--- config.mk ---
export PLATFORM = sky130hd
export DESIGN_NAME = dsr_divider
export DESIGN_NICKNAME = d
export VERILOG_FILES = /design/src/rtl/core/dsr_pkg.sv /design/src/rtl/core/dsr_divider.sv
export SDC_FILE = /design/constraint.sdc
export NUM_CORES = 1
export LEC_CHECK = 0
export ABC_AREA = 1
export BUFFER_PORTS_ARGS = -buffer_cell sky130_fd_sc_hd__buf_2
export CAP_MARGIN = 10
export CORE_ASPECT_RATIO = 1.2
export CORE_MARGIN = 2
export CORE_UTILIZATION = 50
export DETAILED_ROUTE_END_ITERATION = 16
export PLACE_DENSITY = 0.71
export SLEW_MARGIN = 0
export SYNTH_ARGS = -nofsm -noshare
export SYNTH_HDL_FRONTEND = slang
export SYNTH_SLANG_ARGS = --single-unit
--- constraint.sdc ---
create_clock -name clk -period 3.92 [get_ports clk]
set_clock_uncertainty 0.1 [all_clocks]
set_input_delay 0.392 -clock clk [delete_from_list [all_inputs] [get_ports clk]]
set_output_delay 0.392 -clock clk [all_outputs]
set_load 0.05 [all_outputs]
--- src/rtl/core/dsr_pkg.sv ---
// ----------------------------------------------------------------------------
// dsr_pkg
// Shared types and widths for the Diophantine solution range block.
// ----------------------------------------------------------------------------
package dsr_pkg;

    localparam int NUM_W = 66;
    localparam int DEN_W = 34;
    localparam int OUT_W = 296;

    localparam logic [1:0] STAT_NONE   = 2'd0;
    localparam logic [1:0] STAT_SOLVED = 2'd1;
    localparam logic [1:0] STAT_DEGEN  = 2'd2;

    typedef enum logic [3:0] {
        ST_IDLE,
        ST_DIV,
        ST_WAIT,
        ST_EMS,
        ST_EMT,
        ST_EUPD,
        ST_SIGN,
        ST_MX,
        ST_MY,
        ST_MDONE,
        ST_DONE
    } dsr_state_t;

    typedef enum logic [2:0] {
        SEL_EUC,
        SEL_C,
        SEL_B,
        SEL_A,
        SEL_K
    } dsr_sel_t;

endpackage

--- src/rtl/core/dsr_divider.sv ---
// ----------------------------------------------------------------------------
// dsr_divider
// Radix-2 restoring signed divider, truncating quotient, one bit per cycle.
// ----------------------------------------------------------------------------
module dsr_divider (
    input  logic                              clk,
    input  logic                              rst_n,
    input  logic                              start,
    input  logic                              short_mode,
    input  logic signed [dsr_pkg::NUM_W-1:0]  num,
    input  logic signed [dsr_pkg::DEN_W-1:0]  den,
    output logic                              busy,
    output logic                              done,
    output logic signed [dsr_pkg::NUM_W-1:0]  quo,
    output logic signed [dsr_pkg::DEN_W-1:0]  rem
);
    import dsr_pkg::*;

    logic [NUM_W-1:0] acc_reg, acc_next;
    logic [DEN_W-1:0] rem_reg, rem_next;
    logic [DEN_W-2:0] den_reg, den_next;
    logic [6:0]       cnt_reg, cnt_next;
    logic             busy_reg, busy_next;
    logic             done_reg, done_next;
    logic             qneg_reg, qneg_next;
    logic             rneg_reg, rneg_next;
    logic [NUM_W-1:0] num_mag;
    logic [DEN_W-1:0] den_mag;
    logic [DEN_W:0]   trial;

    assign num_mag = num[NUM_W-1] ? (~num + 1'b1) : num;
    assign den_mag = den[DEN_W-1] ? (~den + 1'b1) : den;
    assign trial   = {1'b0, rem_reg[DEN_W-2:0], acc_reg[NUM_W-1]} - {2'b00, den_reg};

    always_comb
    begin
        acc_next  = acc_reg;
        rem_next  = rem_reg;
        den_next  = den_reg;
        cnt_next  = cnt_reg;
        busy_next = busy_reg;
        done_next = 1'b0;
        qneg_next = qneg_reg;
        rneg_next = rneg_reg;
        if (start)
        begin
            acc_next  = short_mode ? (num_mag << (DEN_W - 1)) : num_mag;
            rem_next  = '0;
            den_next  = den_mag[DEN_W-2:0];
            cnt_next  = short_mode ? 7'(DEN_W - 1) : 7'(NUM_W);
            busy_next = 1'b1;
            qneg_next = num[NUM_W-1] ^ den[DEN_W-1];
            rneg_next = num[NUM_W-1];
        end
        else if (busy_reg)
        begin
            if (!trial[DEN_W])
                rem_next = trial[DEN_W-1:0];
            else
                rem_next = {rem_reg[DEN_W-2:0], acc_reg[NUM_W-1]};
            acc_next = {acc_reg[NUM_W-2:0], ~trial[DEN_W]};
            cnt_next = cnt_reg - 7'd1;
            if (cnt_reg == 7'd1)
            begin
                busy_next = 1'b0;
                done_next = 1'b1;
            end
        end
    end

    always_ff @(posedge clk or negedge rst_n)
    begin
        if (!rst_n)
        begin
            cnt_reg  <= '0;
            busy_reg <= 1'b0;
            done_reg <= 1'b0;
        end
        else
        begin
            cnt_reg  <= cnt_next;
            busy_reg <= busy_next;
            done_reg <= done_next;
        end
    end

    always_ff @(posedge clk)
    begin
        acc_reg  <= acc_next;
        rem_reg  <= rem_next;
        den_reg  <= den_next;
        qneg_reg <= qneg_next;
        rneg_reg <= rneg_next;
    end

    assign busy = busy_reg;
    assign done = done_reg;
    assign quo  = qneg_reg ? (~acc_reg + 1'b1) : acc_reg;
    assign rem  = rneg_reg ? (~rem_reg + 1'b1) : rem_reg;

endmodule

==> flow_summary.toml <==
[synth]
synth_compound_area_share_pct = 9.98
synth_seq_cells = 144
synthArstFlopShare_pct = 6.25
synthAdderAreaFrac_pct = 3.42
synth_ff_type = "edfxtp_1"
syn_nets = 2506
synth_top_family_by_area = "simple AND/OR/NAND/NOR gates"
synth_area_sq_um = 14800
yosys.area_share.simple_pct = 38.6
synth_warnings = 0
ys_types = 58
synth.area.mux_share_pct = 0
synth_edf_count = 101
synthCells = 2362
syn_avg_cell_area_sq_um = 6.28
seq_area_frac_synth_pct = 26.6
synthXorXnorAreaFrac_pct = 9.92

[clock_tree]
cts_setup_buffers = 0
cts_tree = "done"
cts_buffer_depth = 2
tritoncts.num_buffers = 17
cts_num_sinks = 144
cts_resized = 0
clk_pin_slew_worst_paths_ns = 0.07
cts_hold_buf = 1
insertion_delay_ns = 0.45
htreeDepth = 4
cts_root_buffer = "clkbuf_16"

[sta]
fmax_mhz = 266
hold_viol_final = 0
slew_headroom_pct = 38.6
fin_crit_sh_pct = 95.8
rsz0062_at_grt = "false"
fin_setup_tns_ns = 0
worst_pin_slew_ns = 0.921
layout_min_cycle_time_ns = 3.76
fin_ws_ns = 0.164
setup_viol = 0
drv_slew = 0
hold_slack_ns = 0.0835

[cells_and_area]
antenna_cells = 0
drive_gt1_share_pct = 13.0
fill_cells = 2984
syn_to_final_growth_pct = 13.5
nNetsFinal = 2686
final_cells = 2945
largest_reg_flops = 66
utilization_pct = 57.2

[floorplan]
io_pins = 206
die_h_um = 193
die-area_sq_um = 31100
start_util_pct = 50.4
rows = 69
coreArea_sq_um = 29400
die_w_um = 161

[drt]
drtAntennaViolNets = 0
first_pass_iters = 6
vias = 16569
viasPerCell = 5.63
routed_wl_um = 57400
avgRoutedWirePerCell_um = 19.5
drtIter0Drc = 1511
drc_errors = 0

[setup_path]
crit_buf_inv = 2
cp_max_fo = 4
cpLargestDelayFamily = "simple AND/OR/NAND/NOR gates"
crit_type = "register to primary output"
crit_path_top_delay_cell = "xor2_1"
crit_chain = "inv_2 > nand3_1 > nor2_2 > nand2_4 > nor2_8 > nand2_2 > nor2_2 > nand3_1 > nand2_2 > nand2_1 > xor2_1 > buf_2"
rrSetupSlack_ns = 1.12
max_stage_delay_ns = 0.49
crit_required_ns = 3.43
endpoint_kind = "primary output"
arrival_ns = 3.26
cp-start-kind = "register"

[place]
portBuffers = 205
dp.final_hpwl_um = 46700
place_ws_ns = 0.706
gp_congestion = 1.08
place_inst = 2912

[status]
status = "completed"

[global_routing]
grt_max_degree = 67
grt_pass1_vias = 15949
grt_pass1_wl_um = 86100
track_usage_pct = 36.6
grt-ovfl-total = 0
antenna_found_initial = 1

[pwr]
p_leak_nw = 8.24
ir_drop_v = 0.000454
power.density_nw_per_um2 = 593

[job]
cap_viol_max_count = 0

[min_path]
hold_path.class = "input pin to register"
[where the power goes]
group          internal, mW  switching (mW)
Clock                  1.07           0.715
Sequential             1.97           0.299
Combinational          1.55            4.37
[Yosys cell counts, types with 32 or more instances]
master      n  area share, %
nand2_1   629             16
nor3_1     46            1.6
dfxtp_1    34            4.6
nor2_1    278            7.0
nand3_1   232            7.8
inv_1     353            8.9
edfxtp_1  101             20
xnor2_1    33            1.9
a21oi_1    52            1.8
o21ai_0   105            3.5
clkbuf_1   32           0.81
nand4_1    60            2.5
xor2_1    135            8.0
ha_1       39            3.3
[placed cells by master (no fill, tap or decap), types with 6 or more instances in the layout]
master,instances
o21ai_2,8
o22ai_1,29
o21ai_0,105
nand3_1,232
nor2_2,16
nand4_1,60
nor3_1,46
nor2_1,275
ha_1,39
nand3b_1,6
dfxtp_1,34
edfxtp_1,101
nor4_1,7
dfrtp_1,9
inv_1,352
buf_4,13
nand2_2,7
xor2_1,135
o21ai_1,31
a21oi_1,52
clkbuf_16,20
buf_2,204
xnor2_1,33
inv_2,19
nand3_2,9
o211ai_1,8
nand2_1,629
[through the flow]
| stage | cell area [sq um] | power (mW) |
|---|---|---|
| 2_1_floorplan | 14800 | 6.63 |
| 5_1_grt | 16800 | 10.5 |
| 3_3_place_gp | 16200 | 8.06 |
| 6_report | 16800 | 9.98 |
| 3_5_place_dp | 16200 | 8.11 |
| 4_1_cts | 16800 | 9.89 |
[metal layers]
| metal | routed length, um | GRT usage (%) |
|---|---|---|
| met5 | 0 | 0 |
| met4 | 5160 | 29.6 |
| met3 | 3890 | 5.16 |
| met2 | 28500 | 66.8 |
| met1 | 19900 | 37.6 |
[cells by family (layout without fill, tap and decap cells)]
logic type               Yosys count  after routing
flip-flops                       144            144
AO/OA/AOI/OAI                    261            261
buffers and inverters            435            628
adder cells (fa/ha/maj)           40             40
XOR/XNOR                         168            168
AND/OR/NAND/NOR                 1314           1314
[final cells by class]
| cell class | instances | area, sq um | area share (%) |
|---|---|---|---|
| Sequential cell | 144 | 3940 | 23.4 |
| Clock inverter | 9 | 115 | 0.684 |
| Inverter | 377 | 1420 | 8.41 |
| Timing Repair Buffer | 219 | 1150 | 6.82 |
| Clock buffer | 23 | 522 | 3.10 |
| Tap cell | 390 | 488 | 2.90 |
| Multi-Input combinational cell | 1783 | 9210 | 54.7 |
[worst paths after layout]
check / start / endpoint / cells past startpoint
min reg2reg: rem_reg[33] / rem_reg[33] / 2
max: acc_reg[2] / quo[65] / 12
min in group asynchronous: rst_n / cnt_reg[0] / 2
max reg2reg: acc_reg[65] / acc_reg[0] / 12
min: den[0] / den_reg[0] / 1
max in group asynchronous: rst_n / cnt_reg[5] / 2
Power figures use the tool's default switching activity.
